<file path="src/rtl/ctcgd_pkg.sv">
// ctcgd_pkg: shared constants, exp tables and the step record for the ctc greedy decoder
// no dependencies
package ctcgd_pkg;

    localparam int MAX_CLASSES   = 128;
    localparam int MAX_TIMESTEPS = 256;

    localparam int CLS_W   = $clog2(MAX_CLASSES);
    localparam int CNT_W   = $clog2(MAX_TIMESTEPS + 1);
    localparam int SCORE_W = 16;
    localparam int SUM_W   = 24;
    localparam int Q_W     = 17;
    localparam int TOT_W   = $clog2(MAX_TIMESTEPS * 65536 + 1);
    localparam int CHAR_W  = 7;
    localparam int VOC_W   = 8;

    localparam int DIV_NW  = 34;
    localparam int DIV_DW  = (TOT_W > SUM_W + 1) ? TOT_W : SUM_W + 1;

    localparam logic [Q_W-1:0]   Q_ONE   = 17'h10000;
    localparam logic [SUM_W-1:0] SUM_MAX = {SUM_W{1'b1}};
    localparam logic [CLS_W-1:0] CLS_TOP = CLS_W'(MAX_CLASSES - 1);
    localparam logic [CNT_W-1:0] CNT_TOP = CNT_W'(MAX_TIMESTEPS);

    localparam logic KIND_CHAR    = 1'b0;
    localparam logic KIND_VERDICT = 1'b1;

    localparam logic REG_THRESHOLD = 1'b0;
    localparam logic REG_VOCAB     = 1'b1;

    typedef struct packed {
        logic [CLS_W-1:0]          cls;
        logic signed [SCORE_W-1:0] scr;
        logic [SUM_W-1:0]          sum;
        logic                      seq_end;
    } t_step_rec;

    function automatic logic [Q_W-1:0] exp_int(input logic [3:0] i);
        logic [Q_W-1:0] v;
        unique case (i)
            4'd0:    v = 17'd65536;
            4'd1:    v = 17'd24109;
            4'd2:    v = 17'd8869;
            4'd3:    v = 17'd3263;
            4'd4:    v = 17'd1200;
            4'd5:    v = 17'd442;
            4'd6:    v = 17'd162;
            4'd7:    v = 17'd60;
            4'd8:    v = 17'd22;
            4'd9:    v = 17'd8;
            4'd10:   v = 17'd3;
            4'd11:   v = 17'd1;
            default: v = 17'd0;
        endcase
        return v;
    endfunction

    function automatic logic [Q_W-1:0] exp_hi(input logic [3:0] k);
        logic [Q_W-1:0] v;
        unique case (k)
            4'd0:  v = 17'd65536;
            4'd1:  v = 17'd61565;
            4'd2:  v = 17'd57835;
            4'd3:  v = 17'd54331;
            4'd4:  v = 17'd51039;
            4'd5:  v = 17'd47947;
            4'd6:  v = 17'd45042;
            4'd7:  v = 17'd42313;
            4'd8:  v = 17'd39750;
            4'd9:  v = 17'd37341;
            4'd10: v = 17'd35079;
            4'd11: v = 17'd32953;
            4'd12: v = 17'd30957;
            4'd13: v = 17'd29082;
            4'd14: v = 17'd27319;
            default: v = 17'd25664;
        endcase
        return v;
    endfunction

    function automatic logic [Q_W-1:0] exp_lo(input logic [3:0] k);
        logic [Q_W-1:0] v;
        unique case (k)
            4'd0:  v = 17'd65536;
            4'd1:  v = 17'd65280;
            4'd2:  v = 17'd65026;
            4'd3:  v = 17'd64772;
            4'd4:  v = 17'd64520;
            4'd5:  v = 17'd64268;
            4'd6:  v = 17'd64018;
            4'd7:  v = 17'd63768;
            4'd8:  v = 17'd63520;
            4'd9:  v = 17'd63272;
            4'd10: v = 17'd63025;
            4'd11: v = 17'd62780;
            4'd12: v = 17'd62535;
            4'd13: v = 17'd62291;
            4'd14: v = 17'd62048;
            default: v = 17'd61806;
        endcase
        return v;
    endfunction

endpackage

</file>
<file path="src/rtl/ctcgd_front.sv">
// ctcgd_front: takes score beats, tracks running max and rescaled exp sum per timestep
// depends on ctcgd_pkg
module ctcgd_front (
    input  logic                           i_clk,
    input  logic                           i_rst_n,
    input  logic                           i_valid,
    output logic                           o_stall,
    input  logic signed [15:0]             i_score,
    input  logic                           i_last_in_step,
    input  logic                           i_last_in_sequence,
    output logic                           o_push,
    output ctcgd_pkg::t_step_rec           o_rec,
    input  logic                           i_full
);
    import ctcgd_pkg::*;

    localparam logic [1:0] F_IDLE = 2'd0;
    localparam logic [1:0] F_E1   = 2'd1;
    localparam logic [1:0] F_E2   = 2'd2;
    localparam logic [1:0] F_UPD  = 2'd3;

    logic [1:0]                r_state, n_state;
    logic signed [SCORE_W-1:0] r_score;
    logic                      r_end_step, r_end_seq, r_up, r_first;
    logic [15:0]               r_diff;
    logic [Q_W-1:0]            r_t1, r_e;
    logic [CLS_W-1:0]          r_pos, r_cls;
    logic signed [SCORE_W-1:0] r_best;
    logic [SUM_W-1:0]          r_sum;

    logic                      accept;
    logic signed [16:0]        diff_full;
    logic [Q_W-1:0]            a_val;
    logic [33:0]               prod1, prod2;
    logic [41:0]               prod3;
    logic [25:0]               up_sum;
    logic [24:0]               add_sum;
    logic [CLS_W-1:0]          n_cls;
    logic signed [SCORE_W-1:0] n_best;
    logic [SUM_W-1:0]          n_sum;
    logic                      closing;

    assign accept    = i_valid && (r_state == F_IDLE);
    assign o_stall   = (r_state != F_IDLE);
    assign diff_full = (i_score > r_best) ? (17'(i_score) - 17'(r_best))
                                          : (17'(r_best) - 17'(i_score));
    assign a_val     = (r_diff[15:8] > 8'd11) ? '0 : exp_int(r_diff[11:8]);
    assign prod1     = 34'(a_val) * 34'(exp_hi(r_diff[7:4])) + 34'd32768;
    assign prod2     = 34'(r_t1) * 34'(exp_lo(r_diff[3:0])) + 34'd32768;
    assign prod3     = 42'(r_sum) * 42'(r_e) + 42'd32768;
    assign up_sum    = 26'(prod3[41:16]) + 26'(Q_ONE);
    assign add_sum   = 25'(r_sum) + 25'(r_e);
    assign closing   = r_end_step || r_end_seq;

    always_comb begin
        if (r_first) begin
            n_cls  = '0;
            n_best = r_score;
            n_sum  = SUM_W'(Q_ONE);
        end else if (r_up) begin
            n_cls  = r_pos;
            n_best = r_score;
            n_sum  = (up_sum > 26'(SUM_MAX)) ? SUM_MAX : up_sum[SUM_W-1:0];
        end else begin
            n_cls  = r_cls;
            n_best = r_best;
            n_sum  = (add_sum > 25'(SUM_MAX)) ? SUM_MAX : add_sum[SUM_W-1:0];
        end
    end

    assign o_push        = (r_state == F_UPD) && closing && !i_full;
    assign o_rec.cls     = n_cls;
    assign o_rec.scr     = n_best;
    assign o_rec.sum     = n_sum;
    assign o_rec.seq_end = r_end_seq;

    always_comb begin
        n_state = r_state;
        unique case (r_state)
            F_IDLE: if (accept) n_state = F_E1;
            F_E1:   n_state = F_E2;
            F_E2:   n_state = F_UPD;
            F_UPD:  if (!closing || !i_full) n_state = F_IDLE;
            default: n_state = F_IDLE;
        endcase
    end

    always_ff @(posedge i_clk) begin
        if (!i_rst_n) begin
            r_state <= F_IDLE;
            r_pos   <= '0;
            r_cls   <= '0;
            r_best  <= '0;
            r_sum   <= '0;
        end else begin
            r_state <= n_state;
            if (r_state == F_UPD && (!closing || !i_full)) begin
                if (closing) begin
                    r_pos  <= '0;
                    r_cls  <= '0;
                    r_best <= '0;
                    r_sum  <= '0;
                end else begin
                    r_pos  <= (r_pos == CLS_TOP) ? CLS_TOP : r_pos + 1'b1;
                    r_cls  <= n_cls;
                    r_best <= n_best;
                    r_sum  <= n_sum;
                end
            end
        end
    end

    always_ff @(posedge i_clk) begin
        if (accept) begin
            r_score    <= i_score;
            r_end_step <= i_last_in_step;
            r_end_seq  <= i_last_in_sequence;
            r_up       <= i_score > r_best;
            r_first    <= (r_pos == '0);
            r_diff     <= diff_full[15:0];
        end
        if (r_state == F_E1) r_t1 <= prod1[32:16];
        if (r_state == F_E2) r_e  <= prod2[32:16];
    end

endmodule

</file>
<file path="src/rtl/ctcgd_queue.sv">
// ctcgd_queue: two-entry queue of finished timestep records between front and back
// depends on ctcgd_pkg
module ctcgd_queue (
    input  logic                 i_clk,
    input  logic                 i_rst_n,
    input  logic                 i_push,
    input  ctcgd_pkg::t_step_rec i_rec,
    output logic                 o_full,
    input  logic                 i_pop,
    output logic                 o_nonempty,
    output ctcgd_pkg::t_step_rec o_rec
);
    import ctcgd_pkg::*;

    t_step_rec  r_mem [2];
    logic       r_wr, r_rd;
    logic [1:0] r_count;

    assign o_full     = (r_count == 2'd2);
    assign o_nonempty = (r_count != 2'd0);
    assign o_rec      = r_mem[r_rd];

    always_ff @(posedge i_clk) begin
        if (!i_rst_n) begin
            r_wr    <= 1'b0;
            r_rd    <= 1'b0;
            r_count <= '0;
        end else begin
            if (i_push) r_wr <= ~r_wr;
            if (i_pop)  r_rd <= ~r_rd;
            r_count <= r_count + 2'(i_push) - 2'(i_pop);
        end
    end

    always_ff @(posedge i_clk) begin
        if (i_push) r_mem[r_wr] <= i_rec;
    end

endmodule

</file>
<file path="src/rtl/ctcgd_divider.sv">
// ctcgd_divider: restoring divider, one quotient bit per cycle, with rounding done by the caller
// depends on ctcgd_pkg
module ctcgd_divider (
    input  logic                           i_clk,
    input  logic                           i_rst_n,
    input  logic                           i_start,
    input  logic [ctcgd_pkg::DIV_NW-1:0]   i_num,
    input  logic [ctcgd_pkg::DIV_DW-1:0]   i_den,
    output logic                           o_done,
    output logic [ctcgd_pkg::DIV_NW-1:0]   o_quot
);
    import ctcgd_pkg::*;

    localparam int CW = $clog2(DIV_NW + 1);

    logic            r_busy;
    logic [CW-1:0]   r_cnt;
    logic [DIV_NW-1:0] r_q;
    logic [DIV_DW-1:0] r_den;
    logic [DIV_DW:0]   r_rem;
    logic [DIV_DW:0]   rem_sh;
    logic              ge;

    assign rem_sh = {r_rem[DIV_DW-1:0], r_q[DIV_NW-1]};
    assign ge     = rem_sh >= {1'b0, r_den};
    assign o_quot = r_q;
    assign o_done = r_busy && (r_cnt == '0);

    always_ff @(posedge i_clk) begin
        if (!i_rst_n) begin
            r_busy <= 1'b0;
            r_cnt  <= '0;
        end else if (i_start) begin
            r_busy <= 1'b1;
            r_cnt  <= CW'(DIV_NW);
        end else if (r_busy) begin
            if (r_cnt == '0) r_busy <= 1'b0;
            else             r_cnt  <= r_cnt - 1'b1;
        end
    end

    always_ff @(posedge i_clk) begin
        if (i_start) begin
            r_q   <= i_num;
            r_den <= i_den;
            r_rem <= '0;
        end else if (r_busy && r_cnt != '0) begin
            r_rem <= ge ? rem_sh - {1'b0, r_den} : rem_sh;
            r_q   <= {r_q[DIV_NW-2:0], ge};
        end
    end

endmodule

</file>
<file path="src/rtl/ctcgd_back.sv">
// ctcgd_back: collapses repeats and blanks, forms probabilities and the sequence verdict
// depends on ctcgd_pkg, ctcgd_divider
module ctcgd_back (
    input  logic                           i_clk,
    input  logic                           i_rst_n,
    input  logic                           i_nonempty,
    input  ctcgd_pkg::t_step_rec           i_rec,
    output logic                           o_pop,
    input  logic [16:0]                    i_conf_threshold,
    input  logic [7:0]                     i_vocab_entries,
    output logic                           o_valid,
    input  logic                           i_stall,
    output logic                           o_kind,
    output logic [6:0]                     o_char_index,
    output logic                           o_out_of_vocab,
    output logic [16:0]                    o_confidence,
    output logic                           o_accepted,
    output logic                           o_last
);
    import ctcgd_pkg::*;

    localparam logic [2:0] B_IDLE = 3'd0;
    localparam logic [2:0] B_EVAL = 3'd1;
    localparam logic [2:0] B_PDIV = 3'd2;
    localparam logic [2:0] B_CHAR = 3'd3;
    localparam logic [2:0] B_AVG  = 3'd4;
    localparam logic [2:0] B_ADIV = 3'd5;
    localparam logic [2:0] B_VERD = 3'd6;

    logic [2:0]       r_state, n_state;
    t_step_rec        r_rec;
    logic [CLS_W-1:0] r_prev;
    logic [TOT_W-1:0] r_total;
    logic [CNT_W-1:0] r_count;
    logic [Q_W-1:0]   r_prob, r_avg;

    logic              out_free, emit, raw, div_start, div_done;
    logic [DIV_NW-1:0] div_num, div_quot;
    logic [DIV_DW-1:0] div_den;
    logic [Q_W-1:0]    quot_sat;

    assign out_free = !o_valid || !i_stall;
    assign o_pop    = (r_state == B_IDLE) && i_nonempty;
    assign emit     = (r_rec.cls != r_prev) && (r_rec.cls != '0);
    assign raw      = (r_rec.scr >= 0) && (r_rec.scr <= 16'sd256);
    assign quot_sat = (div_quot > DIV_NW'(Q_ONE)) ? Q_ONE : div_quot[Q_W-1:0];

    assign div_start = ((r_state == B_EVAL) && emit && !raw)
                    || ((r_state == B_AVG) && (r_count != '0));
    always_comb begin
        if (r_state == B_EVAL) begin
            div_num = 34'h1_0000_0000 + DIV_NW'(r_rec.sum >> 1);
            div_den = DIV_DW'(r_rec.sum);
        end else begin
            div_num = DIV_NW'(r_total) + DIV_NW'(r_count >> 1);
            div_den = DIV_DW'(r_count);
        end
    end

    ctcgd_divider u_div (
        .i_clk   (i_clk),
        .i_rst_n (i_rst_n),
        .i_start (div_start),
        .i_num   (div_num),
        .i_den   (div_den),
        .o_done  (div_done),
        .o_quot  (div_quot)
    );

    always_comb begin
        n_state = r_state;
        unique case (r_state)
            B_IDLE: if (i_nonempty) n_state = B_EVAL;
            B_EVAL: begin
                if (emit)               n_state = raw ? B_CHAR : B_PDIV;
                else if (r_rec.seq_end) n_state = B_AVG;
                else                    n_state = B_IDLE;
            end
            B_PDIV: if (div_done) n_state = B_CHAR;
            B_CHAR: if (out_free) n_state = r_rec.seq_end ? B_AVG : B_IDLE;
            B_AVG:  n_state = (r_count != '0) ? B_ADIV : B_VERD;
            B_ADIV: if (div_done) n_state = B_VERD;
            B_VERD: if (out_free) n_state = B_IDLE;
            default: n_state = B_IDLE;
        endcase
    end

    always_ff @(posedge i_clk) begin
        if (!i_rst_n) begin
            r_state <= B_IDLE;
            r_prev  <= '0;
            r_total <= '0;
            r_count <= '0;
            o_valid <= 1'b0;
        end else begin
            r_state <= n_state;
            if ((r_state == B_CHAR || r_state == B_VERD) && out_free) o_valid <= 1'b1;
            else if (!i_stall) o_valid <= 1'b0;
            unique case (r_state)
                B_EVAL: if (!emit) r_prev <= r_rec.cls;
                B_CHAR: if (out_free) begin
                    r_prev  <= r_rec.cls;
                    if (r_count < CNT_TOP) begin
                        r_count <= r_count + 1'b1;
                        r_total <= r_total + TOT_W'(r_prob);
                    end
                end
                B_VERD: if (out_free) begin
                    r_prev  <= '0;
                    r_total <= '0;
                    r_count <= '0;
                end
                default: ;
            endcase
        end
    end

    always_ff @(posedge i_clk) begin
        if (o_pop) r_rec <= i_rec;
        if (r_state == B_EVAL && raw) r_prob <= {r_rec.scr[8:0], 8'h00};
        if (r_state == B_PDIV && div_done) r_prob <= quot_sat;
        if (r_state == B_AVG) r_avg <= '0;
        if (r_state == B_ADIV && div_done) r_avg <= quot_sat;
        if (r_state == B_CHAR && out_free) begin
            o_kind         <= KIND_CHAR;
            o_char_index   <= CHAR_W'(r_rec.cls);
            o_out_of_vocab <= 32'(r_rec.cls) >= 32'(i_vocab_entries);
            o_confidence   <= r_prob;
            o_accepted     <= 1'b0;
            o_last         <= 1'b0;
        end
        if (r_state == B_VERD && out_free) begin
            o_kind         <= KIND_VERDICT;
            o_char_index   <= '0;
            o_out_of_vocab <= 1'b0;
            o_confidence   <= r_avg;
            o_accepted     <= (r_count != '0) && (r_avg >= i_conf_threshold);
            o_last         <= 1'b1;
        end
    end

endmodule

</file>
<file path="src/rtl/ctc_greedy_decoder.sv">
// ctc_greedy_decoder: top level, config registers and front/queue/back wiring
// depends on ctcgd_pkg, ctcgd_front, ctcgd_queue, ctcgd_back
//
// Input channel: one beat per class score (signed Q8.8), classes of a
// timestep in index order, last_in_step closing a timestep and
// last_in_sequence closing the sequence. A score beat is taken on
// i_in_valid with o_in_stall low; the front unit works through each score
// in turn (exp table products then the exp-sum multiply) and takes no new
// score until it has finished the last one.
// Output channel: a character beat for each new non-blank class and a
// verdict beat (last = 1) at sequence end. Softmax confidence uses a
// bit-serial divider; with the back idle and no stall, a character beat
// follows its closing score through the front, the queue and the back
// (and the divider when used), and a verdict follows that character beat.
// A two-entry queue of timestep records lets the front keep taking scores
// while the back waits on the divider or on i_out_stall; while the
// receiver stalls, the output beat holds and the back waits to emit.
// Reset (synchronous, active low) clears all decoding state, sets the
// threshold to zero and the vocabulary size to one.
module ctc_greedy_decoder (
    input  logic               i_clk,
    input  logic               i_rst_n,
    input  logic               i_cfg_we,
    input  logic               i_cfg_index,
    input  logic [16:0]        i_cfg_data,
    input  logic               i_in_valid,
    output logic               o_in_stall,
    input  logic signed [15:0] i_score,
    input  logic               i_last_in_step,
    input  logic               i_last_in_sequence,
    output logic               o_out_valid,
    input  logic               i_out_stall,
    output logic               o_kind,
    output logic [6:0]         o_char_index,
    output logic               o_out_of_vocab,
    output logic [16:0]        o_confidence,
    output logic               o_accepted,
    output logic               o_last
);
    import ctcgd_pkg::*;

    logic [16:0] r_conf_threshold;
    logic [7:0]  r_vocab_entries;
    logic        push, pop, full, nonempty;
    t_step_rec   push_rec, pop_rec;

    always_ff @(posedge i_clk) begin
        if (!i_rst_n) begin
            r_conf_threshold <= '0;
            r_vocab_entries  <= 8'd1;
        end else if (i_cfg_we) begin
            unique case (i_cfg_index)
                REG_THRESHOLD: r_conf_threshold <= i_cfg_data;
                REG_VOCAB:     r_vocab_entries  <= i_cfg_data[7:0];
                default: ;
            endcase
        end
    end

    ctcgd_front u_front (
        .i_clk              (i_clk),
        .i_rst_n            (i_rst_n),
        .i_valid            (i_in_valid),
        .o_stall            (o_in_stall),
        .i_score            (i_score),
        .i_last_in_step     (i_last_in_step),
        .i_last_in_sequence (i_last_in_sequence),
        .o_push             (push),
        .o_rec              (push_rec),
        .i_full             (full)
    );

    ctcgd_queue u_queue (
        .i_clk      (i_clk),
        .i_rst_n    (i_rst_n),
        .i_push     (push),
        .i_rec      (push_rec),
        .o_full     (full),
        .i_pop      (pop),
        .o_nonempty (nonempty),
        .o_rec      (pop_rec)
    );

    ctcgd_back u_back (
        .i_clk            (i_clk),
        .i_rst_n          (i_rst_n),
        .i_nonempty       (nonempty),
        .i_rec            (pop_rec),
        .o_pop            (pop),
        .i_conf_threshold (r_conf_threshold),
        .i_vocab_entries  (r_vocab_entries),
        .o_valid          (o_out_valid),
        .i_stall          (i_out_stall),
        .o_kind           (o_kind),
        .o_char_index     (o_char_index),
        .o_out_of_vocab   (o_out_of_vocab),
        .o_confidence     (o_confidence),
        .o_accepted       (o_accepted),
        .o_last           (o_last)
    );

endmodule

</file>
<file path="config.mk">
export PLATFORM = sky130hd
export DESIGN_NAME = ctc_greedy_decoder
export DESIGN_NICKNAME = d
export VERILOG_FILES = /design/src/rtl/ctcgd_pkg.sv /design/src/rtl/ctcgd_front.sv /design/src/rtl/ctcgd_queue.sv /design/src/rtl/ctcgd_divider.sv /design/src/rtl/ctcgd_back.sv /design/src/rtl/ctc_greedy_decoder.sv
export SDC_FILE = /design/constraint.sdc
export NUM_CORES = 2
export LEC_CHECK = 0
export ABC_CLOCK_PERIOD_IN_PS = 19450
export BUFFER_PORTS_ARGS = -buffer_cell sky130_fd_sc_hd__buf_4
export CAP_MARGIN = 20
export CORE_MARGIN = 1
export CORE_UTILIZATION = 45
export DETAILED_ROUTE_END_ITERATION = 7
export MAX_ROUTING_LAYER = met4
export SLEW_MARGIN = 10
export SYNTH_ARGS = -nofsm -noshare
export SYNTH_HDL_FRONTEND = slang
export SYNTH_SLANG_ARGS = --single-unit
</file>
<file path="constraint.sdc">
create_clock -name i_clk -period 19.45 [get_ports i_clk]
set_clock_uncertainty 0.15 [all_clocks]
set_input_delay 3.89 -clock i_clk [delete_from_list [all_inputs] [get_ports i_clk]]
set_output_delay 3.89 -clock i_clk [all_outputs]
set_load 0.05 [all_outputs]
</file>
==> metrics.txt <==
total core area 0.1257 mm²; syn_nets 7309; WL final 139200 µm; flop and latch count out of synthesis 539; fin cells 7626; arrival time at the worst endpoint 10130 ps; clk sinks 539; post-place setup slack 9592 ps; Slowest cell on crit path buf_4; first-pass GRT wire length 227300 µm; ys flop type edfxtp_1; vias in the first global route 41552; Min Clock Period, post-route 9909 ps; outcome complete, no violations; fmax 100.9 MHz; DR WL/cell 18.25 µm; setup_tns 0 ps; die area 0.1283 mm²; Final period util 0.5095; met1 usage 0.3059; post-DP HPWL 107600 µm; Syn Inst Count 5989; GR Util met3 0.02005; crit path launch type register; # setup viols final 0; Hold Vio Cnt, Final 0; RSZ-0062 raised after global routing false; total iterations of the first detailed-routing run 5; Final Worst Setup Slack 9541 ps; initial antenna violation count 3; vias per cell 5.280; GR Layer Usage met2 0.3844; Post-synth ARST share 0; starting density of the core 0.4542; Worst EP required 19670 ps; Detail Route Antenna Nets 0; multi-input combinational cell area 0.03815 mm²; Syn Area/Cell 9.535 µm²; CP endpoint kind register; YS warnings 0; fillcell total 11789; number of port buffers 70; layout cells sized above 1 0.05942; area grow syn2layout 7.616%; CTS tree done; CP most frequent cell fa_1; H-tree levels 2; dpl cells 7503; GRT busiest layer met2; worst hold path type register to register; WS Path Type register to register; Final Max Tran Viols 0; clock transition at the registers of the reported paths 60 ps; residual DRC count 0; initial DRC count 2516; Max Buffers Root-to-Sink 3; I/O pins 71; Clock Latency Late Sink 670 ps; Slowest Stage Delay on Critical Path 770 ps; Synth Cell Area 0.05710 mm²; CP max FO 115; Tightest Pin Transition 1164 ps; Post-CTS Hold Buffers 0; Die H 358.2 µm; Slew headroom 0.2240; GRT overflow 0; PostCTS Resize Cnt 0; post-synthesis sequential area ratio 0.2457; Cell Rows 130; FF+latch area 0.01403 mm²; Synth cell types 92; EDFF count, synth 324; Die X 358.2 µm; post-CTS setup buffers 0; number of CTS-inserted buffers 60; placer congestion estimate 0.8895; root buf cell clkbuf_16; max-cap violation count 0; nets@finish 7242; GRT Util Overall 0.2291; largest net degree at the start of global routing 116; DR vias 40262
-- placed cells by master (no fill, tap or decap), drive strengths merged, types with 48 or more instances in the layout --
cell type	instances
buf	138
a21oi	182
dfxtp	215
and3	177
edfxtp	324
a21o	59
mux2	72
inv	1055
nor2	192
nand2	775
xor2	50
xnor2	121
fa	732
and2	360
o21ai	173
clkbuf	81
ha	547
nand3	71
a21boi	48
nor2b	74
-- cells by family after synthesis --
group	share of synthesized area
AO/OA/AOI/OAI	0.08648
XOR/XNOR	0.02636
adder cells (fa/ha/maj)	0.3765
buffers and inverters	0.08707
flip-flops	0.2457
multiplexers	0.02206
AND/OR/NAND/NOR	0.1558
-- per-layer routing --
metal / vias up / wire (µm)
met1: 20201 / 63270
met2: 738 / 68760
met5: - / 0
met4: 0 / 2226
met3: 154 / 4939
li1: 19169 / -
-- registers in the layout (all words and copies together) (netlist names), 17 cells and up, named ones only --
name                 count
u_back.r_avg            17
u_back.r_rec            48
u_back.r_total          25
u_back.u_div.r_den      24
r_conf_threshold        17
u_queue.r_mem           96
u_back.u_div.o_quot     34
u_back.r_prob           17
u_front.r_sum           24
u_front.r_t1            17
u_back.o_confidence     17
u_front.r_e             17
u_back.u_div.r_rem      25
-- final cells by class --
cell class,count,area share
Multi-Input combinational cell,4134,0.6209
Clock buffer,81,0.02791
Clock inverter,33,0.007289
Timing Repair Buffer,138,0.01781
Antenna cell,2,0.00008144
Inverter,1049,0.06407
Sequential cell,539,0.2284
Tap cell,1650,0.03359
-- metrics by stage --
| stage | util | area (µm²) | hold WS [ps] |
|---|---|---|---|
| 2_1_floorplan | - | 57100 | 270.6 |
| 3_3_place_gp | 0.4705 | 59150 | 299.7 |
| 3_5_place_dp | 0.4706 | 59180 | 305.3 |
| 4_1_cts | 0.4879 | 61340 | 314.2 |
| 5_1_grt | 0.4888 | 61450 | 332.4 |
| 6_report | 0.4888 | 61450 | 310.1 |
-- worst paths after layout --
| kind | startpoint | endpoint | cells after the start | slack (ps) |
|---|---|---|---|---|
| max reg2reg | u_front.r_diff[15] | u_front.r_t1[16] | 29 | 9540 |
| min | u_back.o_char_index[5] | u_back.o_char_index[5] | 2 | 310 |
| max | u_front.r_diff[15] | u_front.r_t1[16] | 29 | 9540 |
| min reg2reg | u_back.o_char_index[5] | u_back.o_char_index[5] | 2 | 310 |
-- Yosys cell counts, drive strengths merged, types with 37 or more instances --
| cell | count | area (µm²) |
|---|---|---|
| nand3 | 71 | 355.3 |
| mux2 | 72 | 814.5 |
| a22oi | 37 | 277.8 |
| and3 | 177 | 1107 |
| xor2 | 50 | 437.9 |
| inv | 1049 | 3938 |
| clkbuf | 250 | 939.7 |
| nor3 | 43 | 220.2 |
| mux2i | 42 | 445.4 |
| fa | 732 | 14650 |
| and2 | 360 | 2252 |
| a21oi | 182 | 922.1 |
| a21boi | 48 | 371.6 |
| edfxtp | 324 | 9729 |
| xnor2 | 121 | 1067 |
| o21ai | 173 | 869.6 |
| nor2b | 74 | 462.9 |
| nand2 | 775 | 2912 |
| ha | 547 | 6844 |
| a211oi | 43 | 332.8 |
| dfxtp | 215 | 4304 |
| nor2 | 192 | 720.7 |
| a21o | 59 | 442.9 |
-- worst max-delay path, delay by kind of cell, from the launching register on --
kind | cells | cell delay (ps)
AO/OA/AOI/OAI | 11 | 3110
XOR/XNOR | 1 | 120
adder cells (fa/ha/maj) | 7 | 3350
buffers and inverters | 6 | 1040
flip-flops | 1 | 350
AND/OR/NAND/NOR | 4 | 1450
Power is left out: the tool's default activity adds up to more than one toggle a clock period on the data nets, which glitch-free logic cannot reach.
